===== src/hdl/rstwr_pkg.sv =====
package rstwr_pkg;

    // Table size and derived widths
    localparam int SLOTS       = 16;
    localparam int IDX_W       = (SLOTS > 1) ? $clog2(SLOTS) : 1;
    localparam int MAX_RESULTS = 32;
    localparam int CNT_W       = $clog2(MAX_RESULTS + 1);

    // Field widths fixed by the interface
    localparam int FUNC_W   = 3;
    localparam int SLOT_W   = 4;
    localparam int SERIAL_W = 16;
    localparam int CT_W     = 3;
    localparam int EV_W     = 4;
    localparam int TRIES_W  = 8;

    localparam logic [TRIES_W-1:0] MAX_TRIES_RST = 8'd3;

    // Function codes carried on the input word
    localparam logic [FUNC_W-1:0] FUNC_ALLOC   = 3'd0;
    localparam logic [FUNC_W-1:0] FUNC_SEND    = 3'd1;
    localparam logic [FUNC_W-1:0] FUNC_RESP    = 3'd2;
    localparam logic [FUNC_W-1:0] FUNC_TICK    = 3'd3;
    localparam logic [FUNC_W-1:0] FUNC_RELEASE = 3'd4;

    // Call types
    localparam logic [CT_W-1:0] CT_SYN   = 3'd1;
    localparam logic [CT_W-1:0] CT_FUNC  = 3'd2;
    localparam logic [CT_W-1:0] CT_MSG   = 3'd3;
    localparam logic [CT_W-1:0] CT_NOACK = 3'd4;

    // Event codes
    localparam logic [EV_W-1:0] EV_GRANTED  = 4'd0;
    localparam logic [EV_W-1:0] EV_FULL     = 4'd1;
    localparam logic [EV_W-1:0] EV_TRANSMIT = 4'd2;
    localparam logic [EV_W-1:0] EV_REFUSED  = 4'd3;
    localparam logic [EV_W-1:0] EV_ACCEPTED = 4'd4;
    localparam logic [EV_W-1:0] EV_DROPPED  = 4'd5;
    localparam logic [EV_W-1:0] EV_TIMEOUT  = 4'd6;
    localparam logic [EV_W-1:0] EV_RELEASED = 4'd7;
    localparam logic [EV_W-1:0] EV_NOTFOUND = 4'd8;

    // Decoded operation handed from the front end to the engine
    typedef enum logic [2:0] {
        OP_ALLOC,
        OP_SEND,
        OP_RESP,
        OP_TICK,
        OP_RELEASE
    } op_t;

    typedef struct packed {
        op_t                 op;
        logic                in_range;
        logic [SLOT_W-1:0]   slot;
        logic [SERIAL_W-1:0] serial;
        logic [CT_W-1:0]     ct;
    } cmd_t;

    // One result word
    typedef struct packed {
        logic                last;
        logic                freed;
        logic [CT_W-1:0]     ct;
        logic [SERIAL_W-1:0] serial;
        logic [SLOT_W-1:0]   slot;
        logic [EV_W-1:0]     ev;
    } res_t;

    // One slot of the tracking table
    typedef struct packed {
        logic                used;
        logic [SERIAL_W-1:0] serial;
        logic [SERIAL_W-1:0] nser;
        logic [TRIES_W-1:0]  tries;
        logic [CT_W-1:0]     ct;
        logic                answered;
    } entry_t;

endpackage


===== src/hdl/rstwr_front.sv =====
module rstwr_front (
    input  logic                            clk,
    input  logic                            rst_n,
    input  logic                            in_valid,
    output logic                            in_ready,
    input  logic [rstwr_pkg::FUNC_W-1:0]    in_func,
    input  logic [rstwr_pkg::SLOT_W-1:0]    in_slot,
    input  logic [rstwr_pkg::SERIAL_W-1:0]  in_serial,
    input  logic [rstwr_pkg::CT_W-1:0]      in_ct,
    output logic                            cmd_valid,
    input  logic                            cmd_pop,
    output rstwr_pkg::cmd_t                 cmd
);

    rstwr_pkg::cmd_t q_reg [2];
    logic            wr_ptr_reg, wr_ptr_next;
    logic            rd_ptr_reg, rd_ptr_next;
    logic [1:0]      cnt_reg, cnt_next;
    rstwr_pkg::cmd_t dec;
    logic            known;
    logic            push;
    logic            pop;

    // Decode the function code; unused codes are dropped here
    always_comb
    begin
        dec          = '0;
        known        = 1'b1;
        dec.slot     = in_slot;
        dec.serial   = in_serial;
        dec.ct       = in_ct;
        dec.in_range = (32'(in_slot) < rstwr_pkg::SLOTS);
        unique case (in_func)
            rstwr_pkg::FUNC_ALLOC:   dec.op = rstwr_pkg::OP_ALLOC;
            rstwr_pkg::FUNC_SEND:    dec.op = rstwr_pkg::OP_SEND;
            rstwr_pkg::FUNC_RESP:    dec.op = rstwr_pkg::OP_RESP;
            rstwr_pkg::FUNC_TICK:    dec.op = rstwr_pkg::OP_TICK;
            rstwr_pkg::FUNC_RELEASE: dec.op = rstwr_pkg::OP_RELEASE;
            default:
            begin
                dec.op = rstwr_pkg::OP_ALLOC;
                known  = 1'b0;
            end
        endcase
    end

    // Two-entry command queue between the front end and the engine
    assign in_ready  = (cnt_reg != 2'd2);
    assign cmd_valid = (cnt_reg != 2'd0);
    assign cmd       = q_reg[rd_ptr_reg];
    assign push      = in_valid && in_ready && known;
    assign pop       = cmd_pop && cmd_valid;

    always_comb
    begin
        wr_ptr_next = push ? ~wr_ptr_reg : wr_ptr_reg;
        rd_ptr_next = pop ? ~rd_ptr_reg : rd_ptr_reg;
        cnt_next    = cnt_reg + 2'(push) - 2'(pop);
    end

    always_ff @(posedge clk or negedge rst_n)
    begin
        if (!rst_n)
        begin
            wr_ptr_reg <= 1'b0;
            rd_ptr_reg <= 1'b0;
            cnt_reg    <= 2'd0;
        end
        else
        begin
            wr_ptr_reg <= wr_ptr_next;
            rd_ptr_reg <= rd_ptr_next;
            cnt_reg    <= cnt_next;
        end
    end

    always_ff @(posedge clk)
    begin
        if (push)
        begin
            q_reg[wr_ptr_reg] <= dec;
        end
    end

endmodule


===== src/hdl/rstwr_engine.sv =====
module rstwr_engine (
    input  logic                           clk,
    input  logic                           rst_n,
    input  logic                           cfg_wr_en,
    input  logic [rstwr_pkg::TRIES_W-1:0]  cfg_wr_data,
    input  logic                           cmd_valid,
    output logic                           cmd_pop,
    input  rstwr_pkg::cmd_t                cmd,
    output logic                           res_valid,
    input  logic                           res_ready,
    output rstwr_pkg::res_t                res
);

    typedef enum logic [1:0] {
        S_IDLE,
        S_EXEC,
        S_TOUT,
        S_FINISH
    } state_t;

    localparam logic [rstwr_pkg::IDX_W-1:0] LAST_IDX = rstwr_pkg::IDX_W'(rstwr_pkg::SLOTS - 1);

    state_t                               state_reg;
    rstwr_pkg::cmd_t                      cmd_reg;
    logic [rstwr_pkg::IDX_W-1:0]          idx_reg;
    logic [rstwr_pkg::CNT_W-1:0]          cnt_reg;
    rstwr_pkg::res_t                      held_reg;
    logic                                 held_vld_reg;
    logic [rstwr_pkg::TRIES_W-1:0]        max_tries_reg;
    rstwr_pkg::entry_t                    tbl_reg [rstwr_pkg::SLOTS];

    rstwr_pkg::entry_t                    cur;
    rstwr_pkg::entry_t                    ent_next;
    logic                                 ent_we;
    rstwr_pkg::res_t                      new_res;
    logic                                 emit_req;
    logic                                 emit_go;
    logic                                 slot_ok;
    logic                                 last_idx;
    logic                                 step;
    logic                                 done;
    logic                                 go_tout;
    logic                                 push_req;
    logic                                 stall;
    logic                                 spend;
    logic [rstwr_pkg::TRIES_W-1:0]        tries_after;

    assign cur      = tbl_reg[idx_reg];
    assign slot_ok  = cmd_reg.in_range && cur.used;
    assign last_idx = (idx_reg == LAST_IDX);

    // Work out what the current slot step does
    always_comb
    begin
        ent_next    = cur;
        ent_we      = 1'b0;
        new_res     = '0;
        emit_req    = 1'b0;
        step        = 1'b0;
        done        = 1'b0;
        go_tout     = 1'b0;
        spend       = (cur.tries != '0) && (cur.ct != rstwr_pkg::CT_NOACK);
        tries_after = spend ? (cur.tries - 8'd1) : cur.tries;

        if (state_reg == S_EXEC)
        begin
            unique case (cmd_reg.op)
                rstwr_pkg::OP_ALLOC:
                begin
                    if (!cur.used)
                    begin
                        ent_we            = 1'b1;
                        ent_next.used     = 1'b1;
                        ent_next.serial   = cur.nser;
                        ent_next.nser     = cur.nser + 16'd1;
                        ent_next.tries    = max_tries_reg;
                        ent_next.answered = 1'b0;
                        emit_req          = 1'b1;
                        new_res.ev        = rstwr_pkg::EV_GRANTED;
                        new_res.slot      = rstwr_pkg::SLOT_W'(idx_reg);
                        new_res.serial    = cur.nser;
                        new_res.ct        = cur.ct;
                        done              = 1'b1;
                    end
                    else if (last_idx)
                    begin
                        emit_req   = 1'b1;
                        new_res.ev = rstwr_pkg::EV_FULL;
                        done       = 1'b1;
                    end
                    else
                    begin
                        step = 1'b1;
                    end
                end
                rstwr_pkg::OP_SEND:
                begin
                    done         = 1'b1;
                    emit_req     = 1'b1;
                    new_res.slot = cmd_reg.slot;
                    if (!slot_ok)
                    begin
                        new_res.ev = rstwr_pkg::EV_REFUSED;
                    end
                    else
                    begin
                        ent_we         = 1'b1;
                        ent_next.ct    = cmd_reg.ct;
                        new_res.serial = cur.serial;
                        new_res.ct     = cmd_reg.ct;
                        if (cur.tries == '0)
                        begin
                            new_res.ev = rstwr_pkg::EV_REFUSED;
                        end
                        else
                        begin
                            ent_next.tries = cur.tries - 8'd1;
                            new_res.ev     = rstwr_pkg::EV_TRANSMIT;
                            if (cmd_reg.ct == rstwr_pkg::CT_NOACK)
                            begin
                                ent_next.used = 1'b0;
                                ent_next.ct   = '0;
                                new_res.freed = 1'b1;
                            end
                        end
                    end
                end
                rstwr_pkg::OP_RESP:
                begin
                    done         = 1'b1;
                    emit_req     = 1'b1;
                    new_res.slot = cmd_reg.slot;
                    if (slot_ok && (cur.serial == cmd_reg.serial) && !cur.answered)
                    begin
                        ent_we            = 1'b1;
                        ent_next.answered = 1'b1;
                        new_res.serial    = cur.serial;
                        new_res.ct        = cur.ct;
                        if ((cur.ct == rstwr_pkg::CT_SYN) || (cur.ct == rstwr_pkg::CT_MSG))
                        begin
                            new_res.ev = rstwr_pkg::EV_ACCEPTED;
                        end
                        else if (cur.ct == rstwr_pkg::CT_FUNC)
                        begin
                            ent_next.used = 1'b0;
                            ent_next.ct   = '0;
                            new_res.ev    = rstwr_pkg::EV_ACCEPTED;
                            new_res.freed = 1'b1;
                        end
                        else
                        begin
                            new_res.ev = rstwr_pkg::EV_DROPPED;
                        end
                    end
                    else
                    begin
                        new_res.ev     = rstwr_pkg::EV_DROPPED;
                        new_res.serial = cmd_reg.serial;
                    end
                end
                rstwr_pkg::OP_RELEASE:
                begin
                    done         = 1'b1;
                    emit_req     = 1'b1;
                    new_res.slot = cmd_reg.slot;
                    if (slot_ok)
                    begin
                        ent_we         = 1'b1;
                        ent_next.used  = 1'b0;
                        ent_next.ct    = '0;
                        new_res.ev     = rstwr_pkg::EV_RELEASED;
                        new_res.serial = cur.serial;
                        new_res.ct     = cur.ct;
                        new_res.freed  = 1'b1;
                    end
                    else
                    begin
                        new_res.ev = rstwr_pkg::EV_NOTFOUND;
                    end
                end
                rstwr_pkg::OP_TICK:
                begin
                    new_res.slot   = rstwr_pkg::SLOT_W'(idx_reg);
                    new_res.serial = cur.serial;
                    new_res.ct     = cur.ct;
                    if (!cur.used)
                    begin
                        step = 1'b1;
                    end
                    else
                    begin
                        ent_we         = 1'b1;
                        ent_next.tries = tries_after;
                        if (spend && (cur.tries != max_tries_reg))
                        begin
                            // Retransmit; a timeout may follow in the next step
                            emit_req   = 1'b1;
                            new_res.ev = rstwr_pkg::EV_TRANSMIT;
                            go_tout    = (tries_after == '0);
                            step       = (tries_after != '0);
                        end
                        else if (tries_after == '0)
                        begin
                            ent_next.used = 1'b0;
                            ent_next.ct   = '0;
                            emit_req      = 1'b1;
                            new_res.ev    = rstwr_pkg::EV_TIMEOUT;
                            new_res.freed = 1'b1;
                            step          = 1'b1;
                        end
                        else
                        begin
                            step = 1'b1;
                        end
                    end
                end
                default:
                begin
                    done = 1'b1;
                end
            endcase
        end
        else if (state_reg == S_TOUT)
        begin
            // Timeout that follows a final retransmit of the same slot
            ent_we         = 1'b1;
            ent_next.used  = 1'b0;
            ent_next.ct    = '0;
            emit_req       = 1'b1;
            new_res.ev     = rstwr_pkg::EV_TIMEOUT;
            new_res.slot   = rstwr_pkg::SLOT_W'(idx_reg);
            new_res.serial = cur.serial;
            new_res.ct     = cur.ct;
            new_res.freed  = 1'b1;
            step           = 1'b1;
        end
    end

    // The held word goes out when a newer one arrives, or with last set at the end
    assign emit_go   = emit_req && (cnt_reg < rstwr_pkg::CNT_W'(rstwr_pkg::MAX_RESULTS));
    assign push_req  = held_vld_reg && (emit_go || (state_reg == S_FINISH));
    assign stall     = push_req && !res_ready;
    assign res_valid = push_req;
    assign cmd_pop   = (state_reg == S_IDLE) && cmd_valid;

    always_comb
    begin
        res      = held_reg;
        res.last = (state_reg == S_FINISH);
    end

    // Sequencer, held result and configuration register
    always_ff @(posedge clk or negedge rst_n)
    begin
        if (!rst_n)
        begin
            state_reg     <= S_IDLE;
            held_vld_reg  <= 1'b0;
            cnt_reg       <= '0;
            idx_reg       <= '0;
            max_tries_reg <= rstwr_pkg::MAX_TRIES_RST;
        end
        else
        begin
            if (cfg_wr_en)
            begin
                max_tries_reg <= cfg_wr_data;
            end
            unique case (state_reg)
                S_IDLE:
                begin
                    if (cmd_valid)
                    begin
                        cnt_reg <= '0;
                        if ((cmd.op == rstwr_pkg::OP_ALLOC) || (cmd.op == rstwr_pkg::OP_TICK))
                        begin
                            idx_reg <= '0;
                        end
                        else
                        begin
                            idx_reg <= rstwr_pkg::IDX_W'(cmd.slot);
                        end
                        state_reg <= S_EXEC;
                    end
                end
                S_EXEC, S_TOUT:
                begin
                    if (!stall)
                    begin
                        if (emit_go)
                        begin
                            held_vld_reg <= 1'b1;
                            cnt_reg      <= cnt_reg + rstwr_pkg::CNT_W'(1);
                        end
                        if (done || (step && last_idx))
                        begin
                            state_reg <= S_FINISH;
                        end
                        else if (go_tout)
                        begin
                            state_reg <= S_TOUT;
                        end
                        else if (step)
                        begin
                            idx_reg   <= idx_reg + rstwr_pkg::IDX_W'(1);
                            state_reg <= S_EXEC;
                        end
                    end
                end
                S_FINISH:
                begin
                    if (!held_vld_reg || res_ready)
                    begin
                        held_vld_reg <= 1'b0;
                        state_reg    <= S_IDLE;
                    end
                end
                default:
                begin
                    state_reg <= S_IDLE;
                end
            endcase
        end
    end

    // Payload registers: command and held result word
    always_ff @(posedge clk)
    begin
        if (cmd_pop)
        begin
            cmd_reg <= cmd;
        end
        if (!stall && emit_go)
        begin
            held_reg <= new_res;
        end
    end

    // Slot table, written at the walking index only
    always_ff @(posedge clk or negedge rst_n)
    begin
        if (!rst_n)
        begin
            for (int i = 0; i < rstwr_pkg::SLOTS; i++)
            begin
                tbl_reg[i] <= '0;
            end
        end
        else if (ent_we && !stall)
        begin
            tbl_reg[idx_reg] <= ent_next;
        end
    end

endmodule


===== src/hdl/rstwr_out_fifo.sv =====
module rstwr_out_fifo (
    input  logic            clk,
    input  logic            rst_n,
    input  logic            in_valid,
    output logic            in_ready,
    input  rstwr_pkg::res_t in_word,
    output logic            out_valid,
    input  logic            out_ready,
    output rstwr_pkg::res_t out_word
);

    rstwr_pkg::res_t q_reg [2];
    logic            wr_ptr_reg;
    logic            rd_ptr_reg;
    logic [1:0]      cnt_reg;
    logic            push;
    logic            pop;

    // Two-entry result queue that parts the engine from the output bus
    assign in_ready  = (cnt_reg != 2'd2);
    assign out_valid = (cnt_reg != 2'd0);
    assign out_word  = q_reg[rd_ptr_reg];
    assign push      = in_valid && in_ready;
    assign pop       = out_valid && out_ready;

    always_ff @(posedge clk or negedge rst_n)
    begin
        if (!rst_n)
        begin
            wr_ptr_reg <= 1'b0;
            rd_ptr_reg <= 1'b0;
            cnt_reg    <= 2'd0;
        end
        else
        begin
            if (push)
            begin
                wr_ptr_reg <= ~wr_ptr_reg;
            end
            if (pop)
            begin
                rd_ptr_reg <= ~rd_ptr_reg;
            end
            cnt_reg <= cnt_reg + 2'(push) - 2'(pop);
        end
    end

    always_ff @(posedge clk)
    begin
        if (push)
        begin
            q_reg[wr_ptr_reg] <= in_word;
        end
    end

endmodule


===== src/hdl/request_slot_tracker_with_retry_top.sv =====
// A result word passes the front end's command queue, the engine's command and held
// result registers and the output queue. The engine takes a new command only when idle;
// an allocate walks the slots up to the first free one and a tick walks every slot,
// with an extra timeout step for each slot that both retransmits and times out.
// Reset (rst_n, asynchronous, active low) clears every slot and sets max_tries to 3.
module request_slot_tracker_with_retry_top (
    input  logic        clk,
    input  logic        rst_n,
    input  logic        cfg_wr_en,
    input  logic [7:0]  cfg_wr_data,
    input  logic        s_axis_tvalid,
    output logic        s_axis_tready,
    // [3:0] slot, [19:4] serial_number, [22:20] call_type, [23] zero
    input  logic [23:0] s_axis_tdata,
    // [2:0] func
    input  logic [2:0]  s_axis_tuser,
    output logic        m_axis_tvalid,
    input  logic        m_axis_tready,
    // [3:0] out_slot, [19:4] out_serial, [22:20] out_call_type, [23] slot_freed
    output logic [23:0] m_axis_tdata,
    // [3:0] event_res
    output logic [3:0]  m_axis_tuser,
    output logic        m_axis_tlast
);

    logic            cmd_valid;
    logic            cmd_pop;
    rstwr_pkg::cmd_t cmd;
    logic            res_valid;
    logic            res_ready;
    rstwr_pkg::res_t res;
    rstwr_pkg::res_t out_word;

    // Front end: decode and queue commands
    rstwr_front u_front (
        .clk       (clk),
        .rst_n     (rst_n),
        .in_valid  (s_axis_tvalid),
        .in_ready  (s_axis_tready),
        .in_func   (s_axis_tuser),
        .in_slot   (s_axis_tdata[3:0]),
        .in_serial (s_axis_tdata[19:4]),
        .in_ct     (s_axis_tdata[22:20]),
        .cmd_valid (cmd_valid),
        .cmd_pop   (cmd_pop),
        .cmd       (cmd)
    );

    // Back end: slot table and sequencer
    rstwr_engine u_engine (
        .clk         (clk),
        .rst_n       (rst_n),
        .cfg_wr_en   (cfg_wr_en),
        .cfg_wr_data (cfg_wr_data),
        .cmd_valid   (cmd_valid),
        .cmd_pop     (cmd_pop),
        .cmd         (cmd),
        .res_valid   (res_valid),
        .res_ready   (res_ready),
        .res         (res)
    );

    // Result queue towards the output bus
    rstwr_out_fifo u_out_fifo (
        .clk       (clk),
        .rst_n     (rst_n),
        .in_valid  (res_valid),
        .in_ready  (res_ready),
        .in_word   (res),
        .out_valid (m_axis_tvalid),
        .out_ready (m_axis_tready),
        .out_word  (out_word)
    );

    assign m_axis_tdata = {out_word.freed, out_word.ct, out_word.serial, out_word.slot};
    assign m_axis_tuser = out_word.ev;
    assign m_axis_tlast = out_word.last;

endmodule


===== config.mk =====
export PLATFORM = sky130hd
export DESIGN_NAME = request_slot_tracker_with_retry_top
export DESIGN_NICKNAME = d
export VERILOG_FILES = /design/src/hdl/rstwr_pkg.sv /design/src/hdl/rstwr_front.sv /design/src/hdl/rstwr_engine.sv /design/src/hdl/rstwr_out_fifo.sv /design/src/hdl/request_slot_tracker_with_retry_top.sv
export SDC_FILE = /design/constraint.sdc
export NUM_CORES = 2
export LEC_CHECK = 0
export ABC_AREA = 1
export BUFFER_PORTS_ARGS = -buffer_cell sky130_fd_sc_hd__clkbuf_2
export CAP_MARGIN = 30
export CORE_UTILIZATION = 57
export DETAILED_ROUTE_END_ITERATION = 16
export GPL_TIMING_DRIVEN = 1
export PLACE_DENSITY = 0.74
export SLEW_MARGIN = 20
export SYNTH_ARGS = -nofsm -noshare
export SYNTH_HDL_FRONTEND = slang
export SYNTH_SLANG_ARGS = --single-unit

===== constraint.sdc =====
create_clock -name clk -period 5.1 [get_ports clk]
set_clock_uncertainty 0.1 [all_clocks]
set_input_delay 0.51 -clock clk [delete_from_list [all_inputs] [get_ports clk]]
set_output_delay 0.51 -clock clk [all_outputs]
set_load 0.02 [all_outputs]

Word level (Yosys, flattened, before mapping)
Memories as Yosys holds them, arrays and structs flattened.
Cells that the tools add are included.
{"block": "classes", "add_sub_neg": 8, "mul": 0, "div_mod_pow": 0, "n_lt_le_gt_ge": 3, "eq_ne": 30, "shifts": 0, "muxes": 120, "bitwise_logic": 5, "reduce_logical": 47}
{"cell": "bitwise mux 720 bit", "n": 1}
{"cell": "binary-select mux 45 bit (select 4 bit)", "n": 1}
{"cell": "demux 45 bit (select 4 bit)", "n": 1}
{"cell": "2-to-1 mux 45 bit", "n": 3}
{"cell": "case mux 27 bit (5 select lines)", "n": 1}
{"cell": "2-to-1 mux 40 bit", "n": 2}
{"cell": "2-to-1 mux 4 bit", "n": 15}
{"cell": "2-to-1 mux 28 bit", "n": 2}
{"cell": "2-to-1 mux 1 bit", "n": 53}
{"cell": "2-to-1 mux 20 bit", "n": 2}
{"cell": "2-to-1 mux 11 bit", "n": 3}
{"cell": "2-to-1 mux 32 bit", "n": 1}
{"cell": "2-to-1 mux 3 bit", "n": 9}
{"cell": "case mux 3 bit (4 select lines)", "n": 2}
{"cell": "case mux 8 bit (3 select lines)", "n": 1}
{"cell": "2-to-1 mux 23 bit", "n": 1}
{"cell": "== test 3 x 2 -> 1 bit, second input constant", "n": 7}
{"cell": "logical AND 1 bit", "n": 18}
{"cell": "2-to-1 mux 6 bit", "n": 3}
{"cell": "adder 16 x 1 -> 16 bit, second input constant", "n": 1}
{"cell": "== test 16 bit", "n": 1}
{"cell": "logical NOT 8 bit", "n": 2}
{"cell": "2-to-1 mux 16 bit", "n": 1}
{"cell": "nonzero test 8 bit", "n": 2}
{"cell": "other kinds (39)", "n": 80}
{"block": "totals", "regBits": 804, "latch_bits": 0, "ram_bits": 110, "mem_bits_ro": 0, "inputBits": 40, "out_inout_bits": 31, "elab_cells": 332, "memories": 2}
{"memory": "u_out_fifo.q_reg", "words": 2, "word_bits": 29, "rd": 1, "rd_clocked_by_memory_dff": 0, "wr": 1, "line_no": "rstwr_out_fifo.sv:12", "text": "rstwr_pkg::res_t q_reg [2];"}
{"memory": "u_front.q_reg", "words": 2, "word_bits": 26, "rd": 1, "rd_clocked_by_memory_dff": 0, "wr": 1, "line_no": "rstwr_front.sv:15", "text": "rstwr_pkg::cmd_t q_reg [2];"}

Depth between registers and ports, before layout
{"block": "logic_depth", "word_depth": 19, "ltp_mapped": 33, "mapped_depth_nobuf": 28}

By module
A second synthesis with hierarchy kept.
{"block": "hier_totals", "hier_cells": 5583, "hier_area_um2": 45429.8}
{"module": "rstwr_engine", "n_inst": 1, "cells_per_inst": 5227, "area_per_inst_um2": 40918.0, "seq_area_each_um2": 20196.9}
{"module": "rstwr_out_fifo", "n_inst": 1, "cells_per_inst": 183, "area_per_inst_um2": 2324.7, "seq_area_each_um2": 1841.8}
{"module": "rstwr_front", "n_inst": 1, "cells_per_inst": 173, "area_per_inst_um2": 2187.1, "seq_area_each_um2": 1661.6}

Worst setup path after synthesis
Ideal clock, no wire load.
{"block": "synth_path", "kind": "register to register", "from": "register u_engine.idx_reg[0] in the netlist's numbering", "to": "register u_engine.held_reg, in the netlist u_engine.res[0], enable pin", "setup_time_ns": 0.430, "t_arrival_ns": 4.269, "t_required_ns": 4.570, "setup_slack_ns": 0.301, "stages_incl_launch_ff": 27, "n_path_buf": 4, "synth_period_minus_slack_ns": 4.799, "cell_sequence": "dfrtp_1 buf_6 inv_4 buf_6 buf_2 nand2_1 nand3_1 nand2_1 nand2_1 nand2_1 nor2_2 ha_1 nand2_1 nor2_1 nand2_2 nand2_2 buf_4 nand2_1 o21ai_1 nor2_1 nand3_1 nand2_1 nand2_1 nand3_1 nand3_2 nand2_2 a31oi_1"}
{"block": "synth_between", "elab_chain_cells": 19, "word_cells_on_any_way": 26, "cone_classes": "add/sub: 1; eq/ne: 3; mux: 11; bitwise: 1; reduce/logical: 10"}
{"element": "from (decl)", "line_no": "rstwr_engine.sv:25", "text": "logic [rstwr_pkg::IDX_W-1:0] idx_reg;"}
{"element": "from (signal assigned)", "line_no": "rstwr_engine.sv:281", "text": "idx_reg <= rstwr_pkg::IDX_W'(cmd.slot);"}
{"element": "from (signal assigned)", "line_no": "rstwr_engine.sv:305", "text": "idx_reg <= idx_reg + rstwr_pkg::IDX_W'(1);"}
{"element": "branches (longest 11 deep; another with subtractor 8 x 1 -> 8 bit)"}
{"element": "case mux 1 bit (3 select lines) *", "line_no": "rstwr_engine.sv:67", "text": "unique case (cmd_reg.op)"}
{"element": "2-to-1 mux 1 bit *", "line_no": "rstwr_engine.sv:65", "text": "if (state_reg == S_EXEC)"}
{"element": "logical AND 1 bit *", "line_no": "rstwr_engine.sv:240", "text": "assign emit_go = emit_req && (cnt_reg < rstwr_pkg::CNT_W'(rstwr_pkg::MAX_RESULTS));"}
{"element": "logical OR 1 bit", "line_no": "rstwr_engine.sv:241", "text": "assign push_req = held_vld_reg && (emit_go || (state_reg == S_FINISH));"}
{"element": "logical AND 1 bit", "line_no": "rstwr_engine.sv:241"}
{"element": "logical AND 1 bit", "line_no": "rstwr_engine.sv:242", "text": "assign stall = push_req && !res_ready;"}
{"element": "logical NOT 1 bit"}
{"element": "logical AND 1 bit *", "line_no": "rstwr_engine.sv:333", "text": "if (!stall && emit_go)"}
{"element": "to (signal assigned)", "line_no": "rstwr_engine.sv:335", "text": "held_reg <= new_res;"}
{"element": "to (decl)", "line_no": "rstwr_engine.sv:27", "text": "rstwr_pkg::res_t held_reg;"}
Every way passes the cells marked *. The select of a mux whose other input is x is not followed.
A chain may end at the register's enable or synchronous reset.

Worst setup path in the final report
{"block": "layout_path", "from": "register u_engine.idx_reg[2] in the netlist's numbering", "to": "register u_engine.tbl_reg[331] in the netlist's numbering"}
{"block": "layout_between", "elab_chain_cells": 19, "word_cells_on_any_way": 47, "cone_classes": "add/sub: 2; order compare: 2; eq/ne: 4; mux: 23; bitwise: 1; reduce/logical: 15"}
{"element": "branches (longest 19 deep; another with subtractor 8 x 1 -> 8 bit)"}
{"element": "to (signal, indexed assignment)", "line_no": "rstwr_engine.sv:351", "text": "tbl_reg[idx_reg] <= ent_next;"}
{"element": "to (decl)", "line_no": "rstwr_engine.sv:30", "text": "rstwr_pkg::entry_t tbl_reg [rstwr_pkg::SLOTS];"}
Parallel ways; which one is timed is not known. The select of a mux whose other input is x is not followed.

==> run metrics <==
run status finished, final reports clean; vias in the first global route ~34000; Die W about 280 µm; Post-synth EDFFs approximately 160; crit path capture type register; Chip Height roughly 280 µm; number of CTS-inserted buffers 94; final slew viol count 0; H-tree depth 3; sequential fraction of the synthesis area 55.5%; max cap viols 0; Async SR Flop Fraction between 80 and 90%; Commonest cells post-synth nand2_1 (1515), dfrtp_1 (747), o21ai_0 (627); first-pass GRT wire length between 150000 and 200000 µm; largest net degree at the start of global routing ~150; clk sink count 913; minimum clock period slightly below 5 ns; relative slew slack 38.1%; initial antenna violation count 0; area leader, netlist dfrtp_1; number of flip-flops under the largest register name roughly 700; Vias roughly 36000; register area approximately 0.024 mm²; Post-DP HPWL between 70000 and 80000 µm; IO Port Bufs a little under 70; fin nets 5133; Max stage delay cell, worst path dfrtp_1; area fraction of the dominant cell type after synthesis a little over two fifths; syn nets ~5000; drt first pass iters 6; RSZ-0062 raised after global routing no; Tcrit/Tclk final a little over nine tenths; gr ovfl total 0; Vias/cell approximately 5.9; CP Cell Sequence nand2_2 > inv_2 > buf_4 > nand2_1 > nand4_1 > xnor2_1 > o21ai_1 > nor2_1 > nand4_1 > inv_2 > nand2_1 > a31oi_4 > buf_12 > nand3_4 > buf_12 > nand2_1 > o21ai_0; number of remaining DRC errors 0; Fin. Hold Viols 0; leakage about 22 nW; row cnt just under 100; Synth cell types between 50 and 60; Worst R2R Path Depth 17; power density cells 732 mW/mm²; final setup fails 0; Max Freq 205 MHz; CTS Buffer Depth 3; wire length per cell between 15 and 20 µm; Yosys reg bits approximately 910; Area contributors post-synth dfrtp_1 (44%), nand2_1 (13%), edfxtp_1 (12%), o21ai_0 (7.4%), o21ai_1 (4.9%); core area 0.0736 mm²; Most common cell on crit path nand2_1; Synth Flop Type dfrtp_1; Worst Hold Depth 3; GRT Total Usage approximately a third; area grow syn2layout 12.5%; Setup TNS 0 ns; Worst VDD drop between 0.5 and 0.6 mV; Tightest Pin Transition approximately 0.92 ns; CP peak stage delay ~0.54 ns; syn avg cell area roughly 8.4 µm²; Antenna Nets Post-Route 0; final core occ between 60% and 70%; worst-skew pair later-pin latency ~0.67 ns; filler cell count just over 6000; initial drt markers 4103; Clock transition at path regs 0.06 ns; die area approximately 0.076 mm²; gpl congestion 0.955; crit-path max FO 31; multi-input logic area 0.0163 mm²; Worst Path Arrival around 5.3 ns; post-synthesis cell count about 5100; YS warnings 0; Hold Crit Class primary input to register; Mapped Area around 0.043 mm²; WS Path Type register to register; Worst EP required approximately 5.5 ns; ant diodes 0; clock root buffer master clkbuf_16; layout cell share with drive strength beyond 1 a little over 9%; CTS tree built; count leader, synth nand2_1; Initial Utilization around three fifths; # IOs 71; DRT Wirelength between 100000 and 150000 µm; Startpoint Class register
==> layout by cell type (no fill, tap or decap), types with 15 or more instances in the layout <==
cell type,netlist,routed
nand4_1,97,97
dlygate4sd3_1,0,32
xor2_1,26,26
clkbuf_16,0,97
nor2_2,12,15
dfrtp_1,747,745
o22ai_1,150,150
buf_4,38,121
nand3_4,11,17
inv_1,228,227
ha_1,16,16
o21ai_0,627,624
clkbuf_2,1,68
clkbuf_1,182,19
o21ai_1,418,421
nand3_1,92,87
clkbuf_8,0,16
buf_12,0,45
edfxtp_1,164,164
a221oi_1,17,17
nor2_1,462,456
inv_2,15,16
nand2_1,1515,1515
a21oi_1,35,33
==> final timing paths <==
kind,startpoint,slack (ns),endpoint
setup / recovery,u_engine.idx_reg[2],0.22,u_engine.tbl_reg[331]
hold / removal,m_axis_tready,0.06,u_out_fifo.rd_ptr_reg
setup reg to reg,u_engine.idx_reg[2],0.22,u_engine.tbl_reg[331]
hold reg to reg,u_engine.res[22],0.34,u_out_fifo.q_reg[1][22]
max in group asynchronous,rst_n,3.17,u_engine.idx_reg[0]
min in group asynchronous,rst_n,0.41,u_engine.tbl_reg[716]
==> through the flow <==
stage	total power, mW	worst slack, ns	cells	hold WS (ns)	cell area [µm²]
global route	37.4	0.00260	6113	0.0576	48000
CTS	34.8	0.209	6102	0.0432	47800
floorplan	22.1	0.301	5075	0.114	42700
detailed placement	27.6	0.216	5897	0.330	44300
global placement	27.3	0.252	5895	0.322	44300
finish	35.1	0.222	6113	0.0589	48000
==> cell families (layout without fill, tap and decap cells) <==
kind of cell    count (synthesis)  after routing  share of synthesized area (%)
xor+xnor                       31             31                          0.636
compound gates               1278           1278                           15.8
mux                             2              2                         0.0528
simple gates                 2219           2219                           21.0
buf+inv                       616            695                           6.55
flops                         913            913                           55.5
fa+ha+maj                      16             16                          0.469
==> power breakdown <==
part | leakage, nW | switching (mW) | internal (mW)
Combinational | 8.74 | 11.6 | 5.02
Clock | 1.55 | 2.91 | 4.12
Sequential | 11.6 | 1.32 | 10.2
Total | 21.9 | 15.8 | 19.3
==> metal layers <==
layer	global-route usage [%]	wire, µm	vias up
met5	0	0	-
met4	12.0	4270	0
met1	45.3	51300	17300
met3	6.01	11000	265
met2	49.9	55300	1625
li1	-	-	16900
==> layout make-up <==
type	instances	share of cell area, %
Inverter	245	1.96
Timing Repair Buffer	277	5.58
Sequential cell	913	49.3
Multi-Input combinational cell	3546	34.0
Clock buffer	130	5.56
Clock inverter	43	1.05
Tap cell	959	2.50
==> repair_timing <==
| action | 4_1_cts | 5_1_grt |
|---|---|---|
| endpoints found under the setup margin | 0 | 524 |
| gates resized for setup | 0 | 11 |
| buffers inserted | 0 | 7 |
| hold buffers | 32 | 0 |
| endpoints found under the hold margin | 146 | 0 |
==> critical path: cells and delay by family (launching register included) <==
family	cells	cell delay, ns
compound gates	3	0.60
xor+xnor	1	0.17
buf+inv	5	1.75
flops	1	0.54
simple gates	8	1.54
Power figures use the tool's default switching activity.
